`config.mk`:
```
export PLATFORM = sky130hd
export DESIGN_NAME = signed_int_to_decimal_ascii
export DESIGN_NICKNAME = d
export VERILOG_FILES = /design/src/design/sitda_pkg.sv /design/src/design/signed_int_to_decimal_ascii.sv
export VERILOG_INCLUDE_DIRS = /design/src /design/src/design
export SDC_FILE = /design/constraint.sdc
export NUM_CORES = 1
export LEC_CHECK = 0
export BUFFER_PORTS_ARGS = -buffer_cell sky130_fd_sc_hd__buf_4
export CORE_UTILIZATION = 45
export DETAILED_ROUTE_END_ITERATION = 8
export SYNTH_ARGS = -nofsm -noshare
export SYNTH_HDL_FRONTEND = slang
export SYNTH_SLANG_ARGS = --single-unit
```
`constraint.sdc`:
```
create_clock -name clk -period 6.3 [get_ports clk]
set_clock_uncertainty 0.1 [all_clocks]
set_input_delay 0.315 -clock clk [delete_from_list [all_inputs] [get_ports clk]]
set_output_delay 0.315 -clock clk [all_outputs]
set_load 0.005 [all_outputs]
```
`src/design/signed_int_to_decimal_ascii_defines.svh`:
```
// Assertion macros shared by the RTL of the decimal text converter
`ifndef SIGNED_INT_TO_DECIMAL_ASCII_DEFINES_SVH
`define SIGNED_INT_TO_DECIMAL_ASCII_DEFINES_SVH

// Property checked at every clock edge outside reset
`define SITDA_ASSERT(lbl, prop, msg) \
	lbl: assert property (@(posedge clk) disable iff (!arst_n) (prop)) else $error(msg);

// Implication checked in the cycle after its antecedent
`define SITDA_ASSERT_NEXT(lbl, ante, cons, msg) \
	lbl: assert property (@(posedge clk) disable iff (!arst_n) (ante) |=> (cons)) \
		else $error(msg);

`endif

```
`src/design/sitda_pkg.sv`:
```
package sitda_pkg;

	localparam int VALUE_W = 32;
	localparam int CHAR_W  = 7;
	localparam int CAND_W  = 34;

	localparam logic [CHAR_W-1:0] ASCII_MINUS = 7'd45;
	localparam logic [CHAR_W-1:0] ASCII_ZERO  = 7'd48;
	localparam logic [3:0]        TOP_POW     = 4'd9;
	localparam logic [1:0]        STEP_LAST   = 2'd3;
	localparam logic [3:0]        DIGIT_MAX   = 4'd9;

	typedef enum logic {
		ST_IDLE,
		ST_DIGIT
	} state_t;

	// Trial value for one bit of a decimal digit: 10^pw weighted 8, 4, 2, 1
	function automatic logic [CAND_W-1:0] pow_mult(input logic [3:0] pw, input logic [1:0] st);
		logic [CAND_W-1:0] base;
		case (pw)
			4'd0:    base = 34'd1;
			4'd1:    base = 34'd10;
			4'd2:    base = 34'd100;
			4'd3:    base = 34'd1000;
			4'd4:    base = 34'd10000;
			4'd5:    base = 34'd100000;
			4'd6:    base = 34'd1000000;
			4'd7:    base = 34'd10000000;
			4'd8:    base = 34'd100000000;
			4'd9:    base = 34'd1000000000;
			default: base = 34'd0;
		endcase
		return base << (STEP_LAST - st);
	endfunction

endpackage

```
`src/design/signed_int_to_decimal_ascii.sv`:
```
// Channel  | Ports                        | Handshake
// request  | start, busy, value           | taken when start && !busy
// result   | strobe, char_code, last_char | one strobe per character, no stall
//
// A request is worked after the accept: each of the ten decimal places costs
// four compare-subtract steps of the single 34-bit unit.
// The sign character goes out on the cycle after accept; a digit goes out on the
// cycle after its place's last step, so busy falls as the final character shows.
// Asynchronous active-low reset returns the sequencer to idle.
// The receiver cannot stall; results are never held back.
module signed_int_to_decimal_ascii (
	input  logic                                clk,
	input  logic                                arst_n,
	input  logic                                start,
	output logic                                busy,
	input  logic signed [sitda_pkg::VALUE_W-1:0] value,
	output logic                                strobe,
	output logic [sitda_pkg::CHAR_W-1:0]        char_code,
	output logic                                last_char
);
	import sitda_pkg::*;

	`include "signed_int_to_decimal_ascii_defines.svh"

	state_t              state_q, state_d;
	logic [3:0]          pow_q;
	logic [1:0]          step_q;
	logic [VALUE_W-1:0]  rem_q;
	logic [2:0]          dig_q;
	logic                started_q;
	logic                strobe_q;
	logic [CHAR_W-1:0]   char_q;
	logic                last_q;

	logic                accept;
	logic [CAND_W-1:0]   cand;
	logic [CAND_W-1:0]   diff;
	logic                ge;
	logic [3:0]          dig_full;
	logic                emit;
	logic                done;
	logic [VALUE_W-1:0]  mag;

	assign busy      = (state_q != ST_IDLE);
	assign accept    = start && !busy;
	assign strobe    = strobe_q;
	assign char_code = char_q;
	assign last_char = last_q;

	// Magnitude; the most negative value wraps to 0x80000000, as wanted
	assign mag = value[VALUE_W-1] ? (~value + 1'b1) : value;

	// Next state
	always_comb begin
		state_d = state_q;
		case (state_q)
			ST_IDLE: begin
				if (start) state_d = ST_DIGIT;
			end
			ST_DIGIT: begin
				if (done) state_d = ST_IDLE;
			end
			default: state_d = ST_IDLE;
		endcase
	end

	// Shared compare-subtract unit and digit decisions
	always_comb begin
		cand     = pow_mult(pow_q, step_q);
		diff     = {2'b00, rem_q} - cand;
		ge       = ({2'b00, rem_q} >= cand);
		dig_full = {dig_q, ge};
		done     = (state_q == ST_DIGIT) && (step_q == STEP_LAST) && (pow_q == 4'd0);
		emit     = (state_q == ST_DIGIT) && (step_q == STEP_LAST)
			&& (started_q || (dig_full != 4'd0) || (pow_q == 4'd0));
	end

	always_ff @(posedge clk or negedge arst_n) begin
		if (!arst_n) begin
			state_q   <= ST_IDLE;
			strobe_q  <= 1'b0;
			started_q <= 1'b0;
			pow_q     <= '0;
			step_q    <= '0;
		end else begin
			state_q <= state_d;
			if (accept) begin
				pow_q     <= TOP_POW;
				step_q    <= '0;
				started_q <= 1'b0;
				strobe_q  <= value[VALUE_W-1];
			end else if (state_q == ST_DIGIT) begin
				step_q    <= step_q + 2'd1;
				if (step_q == STEP_LAST) pow_q <= pow_q - 4'd1;
				started_q <= started_q || emit;
				strobe_q  <= emit;
			end else begin
				strobe_q <= 1'b0;
			end
		end
	end

	// Datapath registers
	always_ff @(posedge clk) begin
		if (accept) begin
			rem_q  <= mag;
			dig_q  <= '0;
			char_q <= ASCII_MINUS;
			last_q <= 1'b0;
		end else if (state_q == ST_DIGIT) begin
			if (ge) rem_q <= diff[VALUE_W-1:0];
			dig_q <= (step_q == STEP_LAST) ? 3'd0 : dig_full[2:0];
			if (emit) begin
				char_q <= ASCII_ZERO + {3'b000, dig_full};
				last_q <= (pow_q == 4'd0);
			end
		end
	end

	`SITDA_ASSERT(a_last_ends_busy, !(strobe && last_char) || !busy,
		"final character shown while still busy")
	`SITDA_ASSERT(a_char_legal, !strobe || (char_code == ASCII_MINUS)
		|| ((char_code >= ASCII_ZERO) && (char_code <= ASCII_ZERO + 7'd9)),
		"character is neither minus nor a digit")
	`SITDA_ASSERT(a_digit_range, !((state_q == ST_DIGIT) && (step_q == STEP_LAST))
		|| (dig_full <= DIGIT_MAX), "decimal digit above nine")
	`SITDA_ASSERT_NEXT(a_sign_first, accept && value[VALUE_W-1],
		strobe && (char_code == ASCII_MINUS) && !last_char,
		"negative request did not open with minus")

endmodule

```
==> flow_summary.rst <==
.. list-table::
   :header-rows: 1

   * - Metric
     - Value
   * - Result of the run
     - finished, final reports clean
   * - Dominant cell by count in the synthesized netlist
     - sky130_fd_sc_hd__nand2_1
   * - Average cell area after synthesis
     - 7.99 um2
   * - Rel. slew slack
     - 40.3%
   * - Post-synthesis cell area
     - 5320 um2
   * - Area of the core region
     - 11,500 um2
   * - Residual antenna-violating net count after detailed routing
     - 0
   * - Synthesized-area fraction occupied by ao, oa, aoi and oai cells
     - 25.5%
   * - Required time reported for the critical path endpoint
     - 6.16 ns
   * - Wire length of the first global-routing pass
     - 22.7 mm
   * - Clock slew seen by the registers of the worst setup and hold paths
     - 0.08 ns
   * - Number of nets in the synthesized netlist
     - 743
   * - Average detailed-routed wire length per instance
     - 16.8 um
   * - Number of register bits inferred by synthesis
     - 50
   * - Final #Nets
     - 761
   * - Post-layout util
     - 51.2%
   * - Xor and xnor area share after synthesis
     - 9.88%
   * - Endpoint class of the critical path
     - register
   * - Cell row count
     - 39
   * - PostCTS Resize Cnt
     - 0
   * - Number of stages on the worst hold path
     - 2
   * - Number of diodes
     - 0
   * - Count of synthesis-stage warnings from yosys
     - 0
   * - Total wire length
     - 13.9 mm
   * - Mux share of post-synthesis cell area
     - 5.24%
   * - Post-synthesis adder-cell area fraction
     - 10.0%
   * - H-Tree Level Count
     - 2
   * - Cell type with the largest total area after synthesis
     - sky130_fd_sc_hd__edfxtp_1
   * - Via density per instance
     - 5.84
   * - Layout Cells excl Fill
     - 828
   * - Leading post-synthesis cells by instance count
     - 82 x sky130_fd_sc_hd__nand2_1, 66 x sky130_fd_sc_hd__a21oi_1, 48 x sky130_fd_sc_hd__o21ai_0, 45 x sky130_fd_sc_hd__nor2_1, 41 x sky130_fd_sc_hd__ha_1
   * - RSZ-0062 raised after global routing
     - false
   * - Final hold violation count
     - 0
   * - Count of buffers added by post-CTS timing repair for setup
     - 0
   * - Path depth of the worst reg2reg path
     - 15
   * - Dominant combinational cell family by area after synthesis
     - compound AO/OA/AOI/OAI gates
   * - Instance count after placement with tap cells included
     - 819
   * - I/O Buffers
     - 42
   * - Proportion of layout cells with a drive suffix above 1
     - 11.2%
   * - Max-capacitance violation count
     - 0
   * - Vias in the first global route
     - 4,477
   * - Skew-Pair Late Insertion Delay
     - 0.31 ns
   * - Number of DRC markers in iteration 0
     - 275
   * - Worst slew pin tran
     - 0.891 ns
   * - DRC viols
     - 0
   * - Ratio of final minimum period to clock period
     - 82.7%
   * - Overall Global Routing Usage
     - 23.1%
   * - Number of flops mapped to enable cells by yosys
     - 32
   * - Fraction of the mapped netlist area in simple logic gates
     - 19.4%
   * - Number of setup violations in the final report
     - 0
   * - Category of the most critical setup path
     - register to register
   * - Critical path peak fanout
     - 32
   * - Highest clock frequency the design can meet
     - 192 MHz
   * - Horizontal extent of the die
     - 111 um
   * - Final Max Tran Viols
     - 0
   * - Total half-perimeter wirelength after legalization and detailed placement
     - 10.8 mm
   * - Grt ovf
     - 0
   * - Max Buffers Root-to-Sink
     - 2
   * - Cts-stage hold buffer count
     - 1
   * - Prevailing post-synth register cell
     - sky130_fd_sc_hd__edfxtp_1
   * - Area growth from synthesis to layout
     - 10.4%
   * - CTS buffer count
     - 5
   * - Top-level I/O count
     - 45
   * - Share of synthesized area occupied by flip-flops and latches
     - 25.7%
   * - Synth top area cells
     - sky130_fd_sc_hd__edfxtp_1 18%, sky130_fd_sc_hd__ha_1 9.6%, sky130_fd_sc_hd__xnor2_1 6.4%
   * - Via count
     - 4,834
   * - Area enclosed by the die boundary
     - 12,300 um2
   * - Die height
     - 111 um
   * - Starting utilization of the core area
     - 46.4%
   * - Yosys top cell area share
     - 18.1%
   * - Number of cells produced by synthesis
     - 666
   * - CP Data Arrival Time
     - 5.06 ns
   * - Final-layout setup total negative slack
     - 0 ns
   * - Netlist cell types
     - 62
   * - Launching element type of the critical path
     - register
   * - Iteration count of the initial detailed-routing pass
     - 5
   * - Largest net degree at the start of global routing
     - 41
   * - CTS Root Buffer Type
     - sky130_fd_sc_hd__clkbuf_16
   * - Routability cong.
     - 0.880
   * - Clock tree from TritonCTS
     - built
   * - Clk sink count
     - 50
   * - Initial antenna violation count
     - 0
   * - Time the final worst path needs with I/O delays and setup
     - 5.21 ns
   * - Synth async-reset ratio
     - 18.0%
   * - Path class of the lowest-slack min-delay path
     - input pin to register
-- cell usage in the layout (no fill, tap or decap), types with 17 or more instances in the layout --
| cell | n |
|---|---|
| sky130_fd_sc_hd__nand3_1 | 17 |
| sky130_fd_sc_hd__ha_1 | 41 |
| sky130_fd_sc_hd__a21o_1 | 19 |
| sky130_fd_sc_hd__xor2_1 | 21 |
| sky130_fd_sc_hd__o21ai_0 | 48 |
| sky130_fd_sc_hd__nor2_1 | 45 |
| sky130_fd_sc_hd__a21oi_1 | 66 |
| sky130_fd_sc_hd__mux2i_1 | 20 |
| sky130_fd_sc_hd__buf_4 | 48 |
| sky130_fd_sc_hd__inv_1 | 17 |
| sky130_fd_sc_hd__edfxtp_1 | 32 |
| sky130_fd_sc_hd__xnor2_1 | 39 |
| sky130_fd_sc_hd__nand2_1 | 82 |
-- worst max-delay path, cell delays in order, from the launching register on --
cell and delay [ns]:
sky130_fd_sc_hd__dfrtp_1 0.68, sky130_fd_sc_hd__nor2b_1 0.55, sky130_fd_sc_hd__o21ai_0 0.18, sky130_fd_sc_hd__or2_2 0.31, sky130_fd_sc_hd__o21ai_0 0.12, sky130_fd_sc_hd__mux2i_1 0.12
sky130_fd_sc_hd__ha_1 0.37, sky130_fd_sc_hd__and2_1 0.19, sky130_fd_sc_hd__nand3_1 0.12, sky130_fd_sc_hd__a311oi_1 0.53, sky130_fd_sc_hd__o21ai_0 0.24, sky130_fd_sc_hd__a31o_2 0.34
sky130_fd_sc_hd__a21oi_1 0.41, sky130_fd_sc_hd__nand2_1 0.10, sky130_fd_sc_hd__nand2_1 0.08, sky130_fd_sc_hd__buf_4 0.39
-- flip-flops by register name, indices dropped and copies added, names as in the netlist --
name       cells
rem_q         32
char_code      5
started_q      1
strobe         1
pow_q          4
step_q         2
busy           1
dig_q          3
last_char      1
-- through the flow --
step / cell area (um2) / hold slack [ns] / setup slack [ns]
after floorplan: 5320 / -0.0806 / 1.55
after global placement: 5710 / 0.0476 / 1.30
after detailed placement: 5710 / 0.0479 / 1.20
after CTS: 5870 / 0.146 / 1.16
after global routing: 5870 / 0.149 / 0.654
final: 5870 / 0.153 / 1.09
-- cell type report --
cell class / count / area [um2]
tap: 143 / 179
sequential: 50 / 1370
clock inverter: 3 / 26.3
fill: 1110 / 5590
multi-input combinational: 560 / 3740
timing repair buffer: 49 / 370
clock buffer: 5 / 125
inverter: 18 / 67.6
-- layer usage --
| metal | GRT usage, % | part of all wire (%) | wire [um] |
|---|---|---|---|
| met1 | 32.7 | 48 | 6750 |
| met2 | 37.2 | 46 | 6370 |
| met3 | 3.50 | 4.7 | 651 |
| met4 | 4.80 | 1.1 | 155 |
| met5 | 0 | 0 | 0 |
-- kinds of logic (layout without fill, tap and decap cells) --
kind of cell             after synthesis  after routing
other                                  2              2
flip-flops                            50             50
buffers and inverters                 56             75
XOR/XNOR                              60             60
multiplexers                          26             26
AO/OA/AOI/OAI                        212            212
AND/OR/NAND/NOR                      218            218
adder cells (fa/ha/maj)               42             42
-- path summary, 6_finish.rpt --
| path | start | end | slack, ns |
|---|---|---|---|
| worst max-delay path | pow_q[2] | rem_q[8] | 1.09 |
| min in group asynchronous | arst_n | pow_q[2] | 0.26 |
| worst min-delay path | start | dig_q[2] | 0.15 |
| worst max register to register | pow_q[2] | rem_q[8] | 1.09 |
| worst min register to register | char_code[4] | char_code[4] | 0.35 |
| max in group asynchronous | arst_n | pow_q[1] | 5.70 |
Power is left out: the tool's default activity adds up to more than one toggle a clock period on the data nets, which glitch-free logic cannot reach.
